<file path="config.mk">
export PLATFORM = sky130hd
export DESIGN_NAME = markup_escape_char_parser
export DESIGN_NICKNAME = d
export VERILOG_FILES = /design/src/hdl/mecp_pkg.sv /design/src/hdl/mecp_core.sv /design/src/hdl/markup_escape_char_parser.sv
export SDC_FILE = /design/constraint.sdc
export NUM_CORES = 1
export LEC_CHECK = 0
export BUFFER_PORTS_ARGS = -buffer_cell sky130_fd_sc_hd__buf_2
export CORE_ASPECT_RATIO = 0.6
export CORE_MARGIN = 4
export CORE_UTILIZATION = 53
export CTS_BUF_LIST = sky130_fd_sc_hd__clkbuf_8
export DETAILED_ROUTE_END_ITERATION = 8
export PLACE_DENSITY = 0.76
export SLEW_MARGIN = 20
export SYNTH_ARGS = -nofsm -noshare
export SYNTH_HDL_FRONTEND = slang
export SYNTH_SLANG_ARGS = --single-unit
</file>
<file path="constraint.sdc">
create_clock -name clk -period 2.6 [get_ports clk]
set_input_delay 0.26 -clock clk [delete_from_list [all_inputs] [get_ports clk]]
set_output_delay 0.26 -clock clk [all_outputs]
set_load 0.02 [all_outputs]
</file>
<file path="src/hdl/mecp_pkg.sv">
// Shared types, character codes, status codes and lookup functions of the
// markup escape character parser. No dependencies.
package mecp_pkg;

    localparam logic [7:0] CH_BAR       = 8'h7C;
    localparam logic [7:0] CH_BACKTICK  = 8'h60;
    localparam logic [7:0] CH_LPAREN    = 8'h28;
    localparam logic [7:0] CH_RPAREN    = 8'h29;
    localparam logic [7:0] CH_LBRACE    = 8'h7B;
    localparam logic [7:0] CH_RBRACE    = 8'h7D;
    localparam logic [7:0] CH_LBRACKET  = 8'h5B;
    localparam logic [7:0] CH_RBRACKET  = 8'h5D;
    localparam logic [7:0] CH_LT        = 8'h3C;
    localparam logic [7:0] CH_GT        = 8'h3E;
    localparam logic [7:0] CH_SQUOTE    = 8'h27;
    localparam logic [7:0] CH_DQUOTE    = 8'h22;
    localparam logic [7:0] CH_PLUS      = 8'h2B;
    localparam logic [7:0] CH_AMP       = 8'h26;

    localparam logic [7:0] LEN_MAX = 8'd155;

    localparam logic [3:0] STAT_PLAIN     = 4'd0;
    localparam logic [3:0] STAT_ESC_START = 4'd1;
    localparam logic [3:0] STAT_DIA_START = 4'd2;
    localparam logic [3:0] STAT_GRP_OPEN  = 4'd3;
    localparam logic [3:0] STAT_QUOTE     = 4'd4;
    localparam logic [3:0] STAT_HELD      = 4'd5;
    localparam logic [3:0] STAT_GRP_CLOSE = 4'd6;
    localparam logic [3:0] STAT_RELEASED  = 4'd7;
    localparam logic [3:0] STAT_DIA_CUE   = 4'd8;
    localparam logic [3:0] STAT_GLYPH     = 4'd9;

    typedef struct packed {
        logic [3:0] status;
        logic [2:0] group_kind;
        logic [7:0] first_char;
        logic [7:0] second_char;
        logic [1:0] char_count;
        logic [7:0] glyph;
        logic       glyph_valid;
        logic [7:0] group_length;
    } result_t;

    function automatic logic [5:0] cue_code(input logic [7:0] c);
        logic [5:0] code;
        code = 6'd0;
        case (c)
            8'h60: code = 6'd2;
            8'h27: code = 6'd3;
            "^":   code = 6'd4;
            8'h22: code = 6'd5;
            "~":   code = 6'd6;
            "=":   code = 6'd7;
            ".":   code = 6'd8;
            "u":   code = 6'd9;
            "v":   code = 6'd10;
            "H":   code = 6'd11;
            "b":   code = 6'd12;
            "c":   code = 6'd13;
            "k":   code = 6'd14;
            "r":   code = 6'd15;
            "R":   code = 6'd16;
            "K":   code = 6'd17;
            "t":   code = 6'd18;
            "/":   code = 6'd19;
            "m":   code = 6'd20;
            "g":   code = 6'd21;
            "G":   code = 6'd22;
            "h":   code = 6'd23;
            "z":   code = 6'd24;
            "e":   code = 6'd25;
            "E":   code = 6'd26;
            "f":   code = 6'd27;
            "F":   code = 6'd28;
            "n":   code = 6'd29;
            "N":   code = 6'd30;
            "C":   code = 6'd31;
            "@":   code = 6'd32;
            ")":   code = 6'd33;
            "%":   code = 6'd34;
            "o":   code = 6'd35;
            "O":   code = 6'd36;
            "$":   code = 6'd37;
            "-":   code = 6'd38;
            "D":   code = 6'd39;
            default: code = 6'd0;
        endcase
        return code;
    endfunction

    function automatic logic [7:0] glyph_lookup(input logic [5:0] code,
                                                input logic [7:0] letter,
                                                input logic [7:0] null_glyph);
        logic [7:0] g;
        g = null_glyph;
        case (code)
            6'd2:
                case (letter)
                    "A": g = 8'd192;  "E": g = 8'd200;  "I": g = 8'd204;
                    "O": g = 8'd210;  "U": g = 8'd217;  "a": g = 8'd224;
                    "e": g = 8'd232;  "i": g = 8'd236;  "o": g = 8'd242;
                    "u": g = 8'd249;
                    default: g = null_glyph;
                endcase
            6'd3:
                case (letter)
                    "A": g = 8'd193;  "C": g = 8'd199;  "E": g = 8'd201;
                    "I": g = 8'd205;  "O": g = 8'd211;  "U": g = 8'd218;
                    "Y": g = 8'd221;  "T": g = 8'd222;  "a": g = 8'd225;
                    "c": g = 8'd231;  "e": g = 8'd233;  "i": g = 8'd237;
                    "o": g = 8'd243;  "u": g = 8'd250;  "y": g = 8'd253;
                    "h": g = 8'd254;
                    default: g = null_glyph;
                endcase
            6'd4:
                case (letter)
                    "A": g = 8'd194;  "E": g = 8'd202;  "I": g = 8'd206;
                    "O": g = 8'd212;  "U": g = 8'd219;  "a": g = 8'd226;
                    "e": g = 8'd234;  "i": g = 8'd238;  "o": g = 8'd244;
                    "u": g = 8'd251;
                    default: g = null_glyph;
                endcase
            6'd5:
                case (letter)
                    "A": g = 8'd196;  "E": g = 8'd208;  "I": g = 8'd207;
                    "O": g = 8'd214;  "U": g = 8'd220;  "a": g = 8'd228;
                    "e": g = 8'd215;  "i": g = 8'd239;  "h": g = 8'd240;
                    "o": g = 8'd246;  "u": g = 8'd252;  "y": g = 8'd255;
                    default: g = null_glyph;
                endcase
            6'd6:
                case (letter)
                    "N": g = 8'd209;  "O": g = 8'd213;  "a": g = 8'd227;
                    "n": g = 8'd241;  "o": g = 8'd245;
                    default: g = null_glyph;
                endcase
            6'd15:
                case (letter)
                    "A": g = 8'd197;  "a": g = 8'd229;
                    default: g = null_glyph;
                endcase
            6'd25:
                case (letter)
                    "A": g = 8'd198;  "a": g = 8'd230;
                    default: g = null_glyph;
                endcase
            6'd19:
                case (letter)
                    "O": g = 8'd216;  "o": g = 8'd248;
                    default: g = null_glyph;
                endcase
            6'd24:
                case (letter)
                    "s": g = 8'd223;
                    default: g = null_glyph;
                endcase
            default: g = null_glyph;
        endcase
        return g;
    endfunction

endpackage

</file>
<file path="src/hdl/mecp_core.sv">
// Parse state machine and result register of the markup escape parser.
// Depends on mecp_pkg.
module mecp_core (
    input  logic              clk,
    input  logic              rst_n,
    input  logic              advance,
    input  logic [7:0]        char_in,
    input  logic [7:0]        null_glyph,
    output mecp_pkg::result_t result
);

    typedef enum logic [3:0] {
        P_IDLE     = 4'd0,
        P_GRP1     = 4'd1,
        P_GRP2     = 4'd2,
        P_GRP3     = 4'd3,
        P_GRP4     = 4'd4,
        P_GRP5     = 4'd5,
        P_GRP6     = 4'd6,
        P_ESC      = 4'd7,
        P_DIA      = 4'd8,
        P_DIA_HELD = 4'd9
    } parse_state_t;

    parse_state_t      state_reg, state_next;
    logic [7:0]        held_reg, held_next;
    logic [5:0]        code_reg, code_next;
    mecp_pkg::result_t result_reg, result_next;
    logic [7:0]        closer;
    logic [5:0]        cue;

    assign cue = mecp_pkg::cue_code(char_in);

    always_comb
    begin
        case (state_reg)
            P_GRP1:  closer = mecp_pkg::CH_RPAREN;
            P_GRP2:  closer = mecp_pkg::CH_RBRACE;
            P_GRP3:  closer = mecp_pkg::CH_RBRACKET;
            default: closer = mecp_pkg::CH_GT;
        endcase
    end

    always_comb
    begin
        state_next  = state_reg;
        held_next   = held_reg;
        code_next   = code_reg;
        result_next = '0;
        case (state_reg)
            P_GRP1, P_GRP2, P_GRP3, P_GRP4, P_GRP5, P_GRP6:
            begin
                if (char_in == closer)
                begin
                    result_next.status       = mecp_pkg::STAT_GRP_CLOSE;
                    result_next.group_length = held_reg;
                    held_next                = '0;
                    state_next               = P_IDLE;
                end
                else if (state_reg == P_GRP4 && char_in == mecp_pkg::CH_SQUOTE)
                begin
                    result_next.status = mecp_pkg::STAT_QUOTE;
                    state_next         = P_GRP5;
                end
                else if (state_reg == P_GRP4 && char_in == mecp_pkg::CH_DQUOTE)
                begin
                    result_next.status = mecp_pkg::STAT_QUOTE;
                    state_next         = P_GRP6;
                end
                else
                begin
                    result_next.status     = mecp_pkg::STAT_HELD;
                    result_next.group_kind = 3'(state_reg);
                    result_next.first_char = char_in;
                    result_next.char_count = 2'd1;
                    if (held_reg < mecp_pkg::LEN_MAX)
                    begin
                        held_next = held_reg + 8'd1;
                    end
                end
            end
            P_ESC:
            begin
                held_next = '0;
                case (char_in)
                    mecp_pkg::CH_LPAREN:
                    begin
                        result_next.status = mecp_pkg::STAT_GRP_OPEN;
                        state_next         = P_GRP1;
                    end
                    mecp_pkg::CH_LBRACE:
                    begin
                        result_next.status = mecp_pkg::STAT_GRP_OPEN;
                        state_next         = P_GRP2;
                    end
                    mecp_pkg::CH_LBRACKET:
                    begin
                        result_next.status = mecp_pkg::STAT_GRP_OPEN;
                        state_next         = P_GRP3;
                    end
                    mecp_pkg::CH_LT:
                    begin
                        result_next.status = mecp_pkg::STAT_GRP_OPEN;
                        state_next         = P_GRP4;
                    end
                    default:
                    begin
                        held_next               = held_reg;
                        result_next.status      = mecp_pkg::STAT_RELEASED;
                        result_next.first_char  = mecp_pkg::CH_BACKTICK;
                        result_next.second_char = char_in;
                        result_next.char_count  = 2'd2;
                        state_next              = P_IDLE;
                    end
                endcase
            end
            P_DIA:
            begin
                result_next.status = mecp_pkg::STAT_DIA_CUE;
                if (cue != 6'd0)
                begin
                    code_next  = cue;
                    state_next = P_DIA_HELD;
                end
                else if (char_in == mecp_pkg::CH_PLUS || char_in == mecp_pkg::CH_GT ||
                         char_in == mecp_pkg::CH_AMP)
                begin
                    state_next = P_IDLE;
                end
            end
            P_DIA_HELD:
            begin
                result_next.status      = mecp_pkg::STAT_GLYPH;
                result_next.glyph       = mecp_pkg::glyph_lookup(code_reg, char_in,
                                                                 null_glyph);
                result_next.glyph_valid = 1'b1;
                state_next              = P_IDLE;
            end
            default:
            begin
                if (char_in == mecp_pkg::CH_BAR)
                begin
                    result_next.status = mecp_pkg::STAT_DIA_START;
                    state_next         = P_DIA;
                end
                else if (char_in == mecp_pkg::CH_BACKTICK)
                begin
                    result_next.status = mecp_pkg::STAT_ESC_START;
                    state_next         = P_ESC;
                end
                else
                begin
                    result_next.status = mecp_pkg::STAT_PLAIN;
                    state_next         = P_IDLE;
                end
            end
        endcase
    end

    always_ff @(posedge clk or negedge rst_n)
    begin
        if (!rst_n)
        begin
            state_reg  <= P_IDLE;
            held_reg   <= '0;
            code_reg   <= '0;
            result_reg <= '0;
        end
        else if (advance)
        begin
            state_reg  <= state_next;
            held_reg   <= held_next;
            code_reg   <= code_next;
            result_reg <= result_next;
        end
    end

    assign result = result_reg;

endmodule

</file>
<file path="src/hdl/markup_escape_char_parser.sv">
// Top level of the markup escape character parser: input beat register,
// handshake control and the null glyph register.
// Depends on mecp_pkg and mecp_core.
//
//   channel   | valid         | stall         | payload
//   ----------+---------------+---------------+---------------------------------
//   cue       | cue_valid     | cue_stall     | cue_char
//   result    | result_valid  | result_stall  | status .. group_length (8 ports)
//   config    | null_glyph_wr_en (no stall)   | null_glyph_wr_data
//
// One byte per cycle sustained while result_stall is low; each beat passes the
// input register and then the result register, and its result leaves the
// result register when result_stall is low.
// The parse step between them is one state update plus one table lookup.
// Reset returns the parser to idle with empty registers and null glyph 0.
// A stalled result holds; the input register keeps taking beats until it is
// full behind a held result, then cue_stall rises.
module markup_escape_char_parser (
    input  logic       clk,
    input  logic       rst_n,
    input  logic       cue_valid,
    output logic       cue_stall,
    input  logic [7:0] cue_char,
    output logic       result_valid,
    input  logic       result_stall,
    output logic [3:0] status,
    output logic [2:0] group_kind,
    output logic [7:0] first_char,
    output logic [7:0] second_char,
    output logic [1:0] char_count,
    output logic [7:0] glyph,
    output logic       glyph_valid,
    output logic [7:0] group_length,
    input  logic       null_glyph_wr_en,
    input  logic [7:0] null_glyph_wr_data
);

    logic              in_full_reg, in_full_next;
    logic              out_full_reg, out_full_next;
    logic [7:0]        char_reg;
    logic [7:0]        null_glyph_reg;
    logic              accept;
    logic              advance;
    mecp_pkg::result_t result;

    assign advance   = in_full_reg && (!out_full_reg || !result_stall);
    assign cue_stall = in_full_reg && !advance;
    assign accept    = cue_valid && !cue_stall;

    always_comb
    begin
        in_full_next  = accept ? 1'b1 : (advance ? 1'b0 : in_full_reg);
        out_full_next = advance ? 1'b1 :
                        ((out_full_reg && !result_stall) ? 1'b0 : out_full_reg);
    end

    always_ff @(posedge clk or negedge rst_n)
    begin
        if (!rst_n)
        begin
            in_full_reg    <= 1'b0;
            out_full_reg   <= 1'b0;
            char_reg       <= '0;
            null_glyph_reg <= '0;
        end
        else
        begin
            in_full_reg  <= in_full_next;
            out_full_reg <= out_full_next;
            if (accept)
            begin
                char_reg <= cue_char;
            end
            if (null_glyph_wr_en)
            begin
                null_glyph_reg <= null_glyph_wr_data;
            end
        end
    end

    mecp_core u_core (
        .clk        (clk),
        .rst_n      (rst_n),
        .advance    (advance),
        .char_in    (char_reg),
        .null_glyph (null_glyph_reg),
        .result     (result)
    );

    assign result_valid = out_full_reg;
    assign status       = result.status;
    assign group_kind   = result.group_kind;
    assign first_char   = result.first_char;
    assign second_char  = result.second_char;
    assign char_count   = result.char_count;
    assign glyph        = result.glyph;
    assign glyph_valid  = result.glyph_valid;
    assign group_length = result.group_length;

`ifndef ASSERT_OFF
    a_glyph_flag: assert property (@(posedge clk) disable iff (!rst_n)
        result_valid |-> (glyph_valid == (status == mecp_pkg::STAT_GLYPH)))
        else $error("glyph_valid disagrees with status");

    a_release_pair: assert property (@(posedge clk) disable iff (!rst_n)
        (result_valid && status == mecp_pkg::STAT_RELEASED) |->
        (char_count == 2'd2 && first_char == mecp_pkg::CH_BACKTICK))
        else $error("escape release without backtick pair");

    a_len_sat: assert property (@(posedge clk) disable iff (!rst_n)
        result_valid |-> (group_length <= mecp_pkg::LEN_MAX))
        else $error("group length beyond saturation");

    a_advance_fill: assert property (@(posedge clk) disable iff (!rst_n)
        advance |=> result_valid)
        else $error("advanced beat lost before result register");
`endif

endmodule

</file>
==> results of run 1 <==
cell families (layout without fill, tap and decap cells):
family	after synthesis	after routing	synth area share [%]
xor+xnor	4	4	0.755
buf+inv	62	204	5.73
compound gates	196	196	24.3
mux	25	25	5.48
simple gates	286	286	27.7
flops	78	78	34.6
fa+ha+maj	6	6	1.33
placed cells by master (no fill, tap or decap), drive strengths merged, types with 14 or more instances in the layout:
cell / instances
inv: 18
dfrtp: 78
a211oi: 14
mux2: 22
a21oi: 27
nor2: 48
nand2: 103
nor2b: 15
nand3: 30
buf: 172
o21ai: 63
nand2b: 22
layer usage:
metal | track usage, % | wire length (um) | vias to the layer above
met5 | 0 | 0 | -
met4 | 6.95 | 379 | 0
met3 | 13.6 | 2900 | 78
met2 | 42.3 | 7650 | 451
met1 | 48.6 | 9060 | 2880
li1 | - | - | 2696
layout make-up:
class / count / area share [%]
multi-input cells: 517 / 49.3
well taps: 135 / 2.39
inverters: 15 / 0.832
flip-flops and latches: 78 / 27.7
clock inverters: 7 / 0.921
clock buffers: 9 / 1.75
repair buffers: 173 / 17.1
worst reg2reg max path, stage by stage, from the launching register on:
cell and delay [ns]:
dfrtp_2 0.47, inv_4 0.10, ha_2 0.18, nand2b_1 0.20, a211o_1 0.34, a21oi_1 0.20
a311o_1 0.21, nor3_2 0.08, a211oi_4 0.25, buf_12 0.16, mux2_4 0.30
stage by stage:
step / setup WS, ns / instances / utilization [%] / power, mW
CTS: 0.000691 / 923 / 67.7 / 5.55
global route: -0.0453 / 934 / 69.8 / 6.10
detailed placement: -0.147 / 903 / 65.1 / 4.61
floorplan: 0.0414 / 657 / - / 3.56
global placement: -0.0244 / 903 / 65.1 / 4.53
finish: -0.0110 / 934 / 69.8 / 5.80
worst paths after layout:
| path | from | endpoint | slack (ns) | cells after the start |
|---|---|---|---|---|
| min in group asynchronous | rst_n | u_core.result[29] | 0.48 | 2 |
| min reg2reg | u_core.result[8] | u_core.result[8] | 0.48 | 2 |
| max reg2reg | char_reg[0] | u_core.code_reg[3] | -0.01 | 10 |
| max in group asynchronous | rst_n | char_reg[5] | 1.59 | 2 |
| max | char_reg[0] | u_core.code_reg[3] | -0.01 | 10 |
| min | cue_valid | in_full_reg | 0.09 | 2 |
power by group through the flow:
| stage | clock (mW) | sequential (mW) | combinational, mW |
|---|---|---|---|
| floorplan | 0 | 1.88 | 1.69 |
| global placement | 0 | 1.81 | 2.73 |
| detailed placement | 0 | 1.84 | 2.77 |
| CTS | 0.909 | 1.81 | 2.83 |
| global route | 0.964 | 1.88 | 3.26 |
| finish | 0.896 | 1.84 | 3.06 |
what timing repair did:
item / in CTS / in global routing
hold endpoints to repair: 0 / 55
hold buffers: 0 / 1
pin swaps: 3 / 12
buffers inserted: 5 / 10
setup endpoints to repair: 18 / 24
resized for setup: 9 / 29
==> summary.txt, run 1 <==
Critical path
  – Critical-path cell list: inv_4 -> ha_2 -> nand2b_1 -> a211o_1 -> a21oi_1 -> a311o_1 -> nor3_2 -> a211oi_4 -> buf_12 -> mux2_4
  – CP max FO: 6
  – CP top delay family: compound AO/OA/AOI/OAI gates
  – Crit path capture type: flip-flop
  – Crit Path Class: flip-flop to flip-flop
  – CP required: 2.86 ns
  – Nature of the critical path startpoint: flip-flop
  – WP buf/inv: 2
  – Worst path max stage delay: 0.47 ns
  – Arr. time, crit path: 2.88 ns
  – Slowest CP cell: dfrtp_2

Placed design
  – Final HPWL DP: 14.9 mm
  – Dpl cell area: 0.00659 mm^2
  – PortBufs: 64
  – Final estimated routing congestion in global placement: 1.10

Power
  – Static Leakage: 3.10 nW
  – Pint: 3.15 mW
  – NetSw: 2.64 mW
  – Power Density: 820 mW/mm^2
  – Reg power frac: 31.7%
  – Sw frac: 45.6%
  – Combinational share of power: 52.9%
  – Peak supply drop: 0.472 mV
  – Clock Power Share: 15.5%

Timing
  – Worst-Margin Slew: 0.716 ns
  – Period utilisation layout: 100%
  – Endpoints failing setup: 4
  – Post-route setup slack: -0.0110 ns
  – Setup TNS: -0.0209 ns
  – Max Slew Vio Count: 0
  – Worst Hold Slack: 0.0935 ns
  – RSZ-0062 raised after global routing: yes
  – Max Fclk: 383 MHz
  – Final Hold Viols: 0
  – Min Tclk post-route: 2.61 ns
  – Slew headroom: 52.3%
  – Clock Skew: 0.0120 ns

Synthesis
  – Largest cells by area after synthesis: dfrtp_1 35%, nand2_1 6.6%, o21ai_0 3.8%, nor2_1 3.0%, mux2_2 2.8%
  – Syn nets: 684
  – Post-synthesis sequential area ratio: 34.6%
  – Post-synth ARST share: 100%
  – Synth Area per Inst: 8.58 um^2
  – Yosys reg bits: 78
  – Post-synthesis cell type count: 98
  – Yosys warns: 0
  – Yosys top cell area share: 34.6%
  – Ys flop type: dfrtp_1
  – Cell with the most instances after synthesis: nand2_1
  – Post-synth top cells: 99 x nand2_1, 78 x dfrtp_1, 45 x nor2_1
  – Post-synth top area cell: dfrtp_1
  – Mapped Area: 0.00564 mm^2
  – Number of synthesized flops with an enable pin: 0
  – Synth Instances: 657

Job
  – Max Cap Viol: 0

GRT
  – Number of global-route vias before repair: 5,557
  – Largest net degree at the start of global routing: 79
  – GRT Util Overall: 32.2%
  – Antenna violations before repair: 0
  – First-pass GRT wire length: 31.0 mm
  – Total gr overflow: 0

Hold path
  – Hold crit path type: input pin to flip-flop

Finish
  – Multi-input gate area: 0.00348 mm^2
  – Layout cells sized above 1: 35.2%
  – Max reg flops: 42
  – Number of antenna diodes: 0
  – Final Cell Area: 0.00707 mm^2
  – Synthesis-to-layout area growth: 25.4%
  – Register area: 0.00196 mm^2
  – Layout fillers: 782
  – Final net count: 821

Clock network
  – H-tree Lvls: 3
  – CTS buffer count: 9
  – Sink Count: 78
  – TritonCTS clock tree: done
  – Longest Clk Path Bufs: 2
  – CTS clk-pin slew, worst paths: 0.09 ns
  – CTS Root Cell: clkbuf_8
  – Clk_lat worst skew: 0.38 ns

Floorplan
  – Die width: 141 um
  – DIE AREA: 0.0124 mm^2
  – Die Ht: 87.9 um
  – Initial Utilization: 55.7%
  – Core area: 0.0101 mm^2
  – Std cell rows: 28
  – Num ports: 65

Drt
  – Overall routed net length: 20.0 mm
  – Routed len/inst: 21.4 um
  – TritonRoute pass-1 iters: 6
  – Residual DRC: 0
  – Via density per instance: 6.54
  – Antenna-violating nets left: 0
  – 1st-iter DRT viols: 979
  – Vias: 6,105

Status
  – Violated checks: setup timing
  – Outcome: finished, violations left
(Power assumes the default switching activity.)
==> inputs of run 2 (changes only) <==
--- a/config.mk
+++ b/config.mk
@@ -5,6 +5,7 @@
 export SDC_FILE = /design/constraint.sdc
 export NUM_CORES = 1
 export LEC_CHECK = 0
+export ABC_AREA = 1
 export BUFFER_PORTS_ARGS = -buffer_cell sky130_fd_sc_hd__buf_2
 export CORE_ASPECT_RATIO = 0.6
 export CORE_MARGIN = 4
==> summary.txt, run 2 <==
Clock network
  – Longest Clk Path Bufs: 2
  – Clk_lat worst skew: 0.37 ns
  – CTS buffer count: 9
  – Sink Count: 78
  – TritonCTS clock tree: done
  – CTS Root Cell: clkbuf_8
  – H-tree Lvls: 3
  – CTS clk-pin slew, worst paths: 0.09 ns

Synthesis
  – Cell with the most instances after synthesis: nand2_1
  – Synth Area per Inst: 6.57 um^2
  – Post-synth top area cell: dfrtp_1
  – Yosys top cell area share: 33.9%
  – Post-synth ARST share: 100%
  – Yosys warns: 0
  – Ys flop type: dfrtp_1
  – Number of synthesized flops with an enable pin: 0
  – Mapped Area: 0.00576 mm^2
  – Post-synth top cells: 280 x nand2_1, 96 x nor2_1, 81 x o21ai_0
  – Post-synthesis cell type count: 41
  – Yosys reg bits: 78
  – Syn nets: 903
  – Largest cells by area after synthesis: dfrtp_1 34%, nand2_1 18%, o21ai_0 7.0%, nand3_1 6.7%, nor2_1 6.3%
  – Synth Instances: 876
  – Post-synthesis sequential area ratio: 33.9%

Finish
  – Synthesis-to-layout area growth: 13.2%
  – Most common cell after layout, fill and taps aside: nand2_1
  – Final Cell Area: 0.00652 mm^2
  – Final net count: 982
  – Max reg flops: 42
  – Number of antenna diodes: 0
  – Layout cells sized above 1: 18.2%
  – Most frequent cells in the layout: 280 x nand2_1, 94 x nor2_1, 81 x o21ai_0

Critical path
  – Crit Path Class: flip-flop to flip-flop
  – CP dominant cell by count: nand2_1
  – Critical-path cell list: inv_1 -> ha_4 -> nand2_1 -> nor2_4 -> nand2_1 -> nand2_1 -> inv_2 -> nand2_2 -> nor2_4 -> nand2_4 -> nand2_1 -> nand3_1 -> nand4_1 -> nand2_1 -> nand2_1
  – Crit path capture type: flip-flop
  – CP max FO: 8
  – CP top delay family: simple AND/OR/NAND/NOR gates
  – Worst path max stage delay: 0.48 ns
  – Arr. time, crit path: 2.76 ns
  – Slowest CP cell: dfrtp_2
  – WP buf/inv: 2
  – Nature of the critical path startpoint: flip-flop
  – CP required: 2.85 ns

Floorplan
  – DIE AREA: 0.0127 mm^2
  – Die width: 143 um
  – Core area: 0.0106 mm^2
  – Initial Utilization: 54.4%
  – Die Ht: 88.7 um
  – Num ports: 65
  – Std cell rows: 29

GRT
  – Largest net degree at the start of global routing: 44
  – Number of global-route vias before repair: 5,362
  – GRT Util Overall: 31.6%
  – Total gr overflow: 0
  – First-pass GRT wire length: 30.5 mm
  – Antenna violations before repair: 0

Power
  – NetSw: 1.83 mW
  – Sw frac: 44.9%
  – Pint: 2.24 mW
  – Static Leakage: 3.44 nW
  – Reg power frac: 38.6%
  – Combinational share of power: 40.9%
  – Power Density: 625 mW/mm^2
  – Peak supply drop: 0.453 mV
  – Clock Power Share: 20.5%

Drt
  – Routed len/inst: 17.9 um
  – Vias: 6,263
  – Antenna-violating nets left: 0
  – Residual DRC: 0
  – TritonRoute pass-1 iters: 7
  – Via density per instance: 5.70
  – 1st-iter DRT viols: 1,008
  – Overall routed net length: 19.6 mm

Timing
  – Clock Skew: 0.0131 ns
  – Setup TNS: 0 ns
  – Max Slew Vio Count: 0
  – Worst-Margin Slew: 0.581 ns
  – Max Fclk: 398 MHz
  – Min Tclk post-route: 2.51 ns
  – Worst Hold Slack: 0.0949 ns
  – Period utilisation layout: 96.7%
  – Slew headroom: 61.2%
  – Endpoints failing setup: 0
  – Final Hold Viols: 0
  – RSZ-0062 raised after global routing: no

Status
  – Outcome: completed

Hold path
  – Hold crit path type: input pin to flip-flop

Job
  – Max Cap Viol: 0

Placed design
  – PortBufs: 64
  – Dpl cell area: 0.00629 mm^2
  – Final estimated routing congestion in global placement: 1.07
  – Final HPWL DP: 15.3 mm
-- run 2: cell types whose count changed in the layout (fill, tap and decap cells not counted), sizes merged, moves of 12 or more --
cell	previous run	this run
nand2	103	294
buf	172	90
inv	18	93
nor2	48	115
nand3	30	82
o21ai	63	101
nand2b	22	0
mux2	22	2
nor2b	15	0
a211oi	14	0
a31oi	12	0
-- run 2: through the flow --
stage          util (%)  power [mW]  worst slack, ns  instances
2_1_floorplan         -        2.67            0.418        876
3_3_place_gp       59.4        3.18          -0.0645       1081
3_5_place_dp       59.4        3.17          -0.0401       1081
4_1_cts            61.0        4.00           0.0643       1097
5_1_grt            61.5        4.32          0.00423       1098
6_report           61.5        4.07           0.0868       1098
-- run 2: layout make-up --
type	instances	area, um^2
fill	993	4080
multi-input combinational	683	3340
sequential	78	1950
clock inverter	6	40.0
inverter	92	350
timing repair buffer	91	541
clock buffer	9	124
tap	139	174
-- run 2: power by group through the flow --
stage                     Combinational [mW]  Clock, mW  Sequential, mW
final                                   1.66      0.835            1.57
after global placement                  1.59          0            1.58
after detailed placement                1.58          0            1.59
after floorplan                        0.988          0            1.68
after global routing                    1.82      0.900            1.60
after CTS                               1.59      0.845            1.56
-- run 2: kinds of logic (layout without fill, tap and decap cells) --
family | after synthesis | after routing | synth area share (%)
AND/OR/NAND/NOR | 523 | 523 | 40.3
AO/OA/AOI/OAI | 142 | 142 | 13.6
buffers and inverters | 115 | 198 | 8.99
flip-flops | 78 | 78 | 33.9
XOR/XNOR | 10 | 10 | 1.52
adder cells (fa/ha/maj) | 6 | 6 | 1.30
multiplexers | 2 | 2 | 0.391
-- run 2: worst register-to-register path: stages (launching register included) --
cell     delay (ns)
dfrtp_2        0.48
inv_1          0.15
ha_4           0.20
nand2_1        0.11
nor2_4         0.18
nand2_1        0.14
nand2_1        0.17
inv_2          0.08
nand2_2        0.15
nor2_4         0.09
nand2_4        0.13
nand2_1        0.08
nand3_1        0.17
nand4_1        0.15
nand2_1        0.08
nand2_1        0.04
-- run 2: worst paths after layout --
check / start / end / slack (ns) / cells past startpoint
setup / recovery: char_reg[1] / u_core.result[9] / 0.09 / 15
hold / removal: null_glyph_wr_data[3] / null_glyph_reg[3] / 0.09 / 3
setup reg to reg: char_reg[1] / u_core.result[9] / 0.09 / 15
hold reg to reg: u_core.result[14] / u_core.result[14] / 0.48 / 2
max in group asynchronous: rst_n / char_reg[2] / 1.54 / 3
min in group asynchronous: rst_n / u_core.result[11] / 0.44 / 2
-- run 2: layer usage --
layer	vias to the layer above	global-route usage, %	part of all wire (%)
met3	30	12.7	16
met4	0	5.44	1.1
li1	3005	-	-
met1	2820	54.5	51
met2	408	33.7	31
met5	-	0	0
-- run 2: timing repair --
| item | CTS | global route |
|---|---|---|
| setup endpoints to repair | 3 | 16 |
| hold buffers | 1 | 0 |
| hold endpoints to repair | 42 | 0 |
| resized for setup | 1 | 11 |
| pin swaps | 0 | 1 |
| setup buffers | 0 | 1 |
==> inputs of run 3 (changes only) <==
==> constraint.sdc (replaced) <==
create_clock -name clk -period 2.6 [get_ports clk]
set_input_delay 0.39 -clock clk [delete_from_list [all_inputs] [get_ports clk]]
set_output_delay 0.39 -clock clk [all_outputs]
set_load 0.02 [all_outputs]
==> summary.txt, run 3 (same netlist as run 2, synthesis figures left out) <==
Finish
  – Layout cells sized above 1: 18.9%
  – Layout fillers: 1,020
  – Synthesis-to-layout area growth: 13.3%
  – Final net count: 982
  – Fin cells: 1,098
  – Most frequent cells in the layout: 278 x nand2_1, 92 x nor2_1, 81 x o21ai_0
  – Most common cell after layout, fill and taps aside: nand2_1
  – Max reg flops: 42
  – Number of antenna diodes: 0

Clock network
  – H-tree Lvls: 3
  – TritonCTS clock tree: done
  – Clk_lat worst skew: 0.37 ns
  – Sink Count: 78
  – Quantity of hold-fixing buffers added after cts: 0
  – CTS Root Cell: clkbuf_8
  – Longest Clk Path Bufs: 2
  – CTS clk-pin slew, worst paths: 0.10 ns
  – CTS buffer count: 9

Power
  – Pint: 2.27 mW
  – NetSw: 1.85 mW
  – Power Density: 631 mW/mm^2
  – Reg power frac: 38.3%
  – Combinational share of power: 40.5%
  – Peak supply drop: 0.432 mV
  – Sw frac: 44.9%
  – Clock Power Share: 21.2%
  – Static Leakage: 3.44 nW

Critical path
  – FF-to-FF End: u_core.result[9]
  – Worst r2r src: char_reg[1]
  – Reg2reg setup slack: 0.06 ns
  – CP required: 2.86 ns
  – CP max FO: 8
  – Nature of the critical path startpoint: flip-flop
  – Crit path capture type: flip-flop
  – FF-to-FF path depth: 15
  – Arr. time, crit path: 2.79 ns
  – Crit Path Class: flip-flop to flip-flop
  – Critical Path Sink: u_core.result[9]
  – Worst Setup SP: char_reg[1]

Timing
  – Min Tclk post-route: 2.54 ns
  – Slew headroom: 59.6%
  – Max Slew Vio Count: 0
  – Max Fclk: 394 MHz
  – Clock Skew: 0.0157 ns
  – Final Hold Viols: 0
  – Period utilisation layout: 97.5%
  – Post-route setup slack: 0.0648 ns
  – RSZ-0062 raised after global routing: no
  – Worst-Margin Slew: 0.603 ns
  – Endpoints failing setup: 0

Floorplan
  – Die width: 143 um
  – Num ports: 65
  – Initial Utilization: 54.4%
  – Core area: 0.0106 mm^2
  – Die Ht: 88.7 um
  – Std cell rows: 29
  – DIE AREA: 0.0127 mm^2

Drt
  – Routed len/inst: 18.0 um
  – TritonRoute pass-1 iters: 6
  – Vias: 6,265
  – Antenna-violating nets left: 0
  – Via density per instance: 5.71
  – Residual DRC: 0
  – Overall routed net length: 19.7 mm
  – 1st-iter DRT viols: 903

Hold path
  – Hold crit path type: input pin to asynchronous set/reset pin

GRT
  – Antenna violations before repair: 0
  – Number of global-route vias before repair: 5,587
  – Largest net degree at the start of global routing: 44
  – First-pass GRT wire length: 31.8 mm
  – GRT Util Overall: 32.9%
  – Total gr overflow: 0

Placed design
  – PortBufs: 64
  – Final estimated routing congestion in global placement: 1.06
  – Placed insts: 1,082
  – Pre-CTS setup slack: -0.0145 ns
  – Final HPWL DP: 15.6 mm

Job
  – Max Cap Viol: 0

Status
  – Outcome: completed
[run 3: area by class of cell]
class | instances | area [um^2] | area share (%)
clock buffers | 10 | 138 | 2.11
clock inverters | 5 | 35.0 | 0.537
inverters | 92 | 350 | 5.37
multi-input cells | 683 | 3330 | 51.1
flip-flops and latches | 78 | 1950 | 30.0
well taps | 139 | 174 | 2.67
repair buffers | 91 | 538 | 8.25
[run 3: power groups by stage]
| stage | logic [mW] | registers (mW) | clock network, mW |
|---|---|---|---|
| 6_report | 1.67 | 1.57 | 0.874 |
| 5_1_grt | 1.84 | 1.61 | 0.924 |
| 4_1_cts | 1.60 | 1.57 | 0.882 |
| 3_5_place_dp | 1.59 | 1.59 | 0 |
| 3_3_place_gp | 1.60 | 1.59 | 0 |
| 2_1_floorplan | 0.988 | 1.68 | 0 |
[run 3: metrics by stage]
stage	setup TNS, ns	util [%]	hold slack, ns	cell area [um^2]	power, mW
after floorplan	0	-	0.0944	5760	2.67
after global placement	-0.133	59.4	0.418	6300	3.18
after detailed placement	-0.0145	59.4	0.428	6300	3.18
after CTS	0	61.1	0.0280	6470	4.05
after global routing	0	61.6	0.0620	6520	4.37
final	0	61.6	0.0139	6520	4.12
[run 3: critical path: stages, from the launching register on]
cell and delay (ns):
dfrtp_2 0.47, inv_1 0.12, ha_2 0.27, nand2_1 0.13
nor2_4 0.17, nand2_1 0.14, nand2_2 0.16, inv_2 0.07
nand2_2 0.14, nor2_4 0.08, nand2_4 0.13, nand2_1 0.08
nand3_1 0.19, nand4_1 0.15, nand2_1 0.09, nand2_1 0.04
[run 3: worst min-delay path by stage]
stage                     cells after the start  start  slack (ns)           endpoint
final                                         1  rst_n        0.01  null_glyph_reg[2]
after global routing                          1  rst_n        0.06  null_glyph_reg[2]
after CTS                                     1  rst_n        0.03  null_glyph_reg[2]
after detailed placement                      1  rst_n        0.43  u_core.result[13]
after global placement                        1  rst_n        0.42  null_glyph_reg[7]
after floorplan                               0  rst_n        0.09        char_reg[0]
[run 3: repair_timing]
item,4_1_cts,5_1_grt
pin swaps,0,1
endpoints found under the setup margin,3,24
resized for setup,1,14
setup buffers,0,1
[run 3: metal layers]
layer | GRT usage [%] | up-vias | wire, um
met5 | 0 | - | 0
li1 | - | 3002 | -
met2 | 36.4 | 390 | 6250
met1 | 55.2 | 2852 | 9910
met3 | 14.9 | 21 | 3400
met4 | 4.66 | 0 | 173
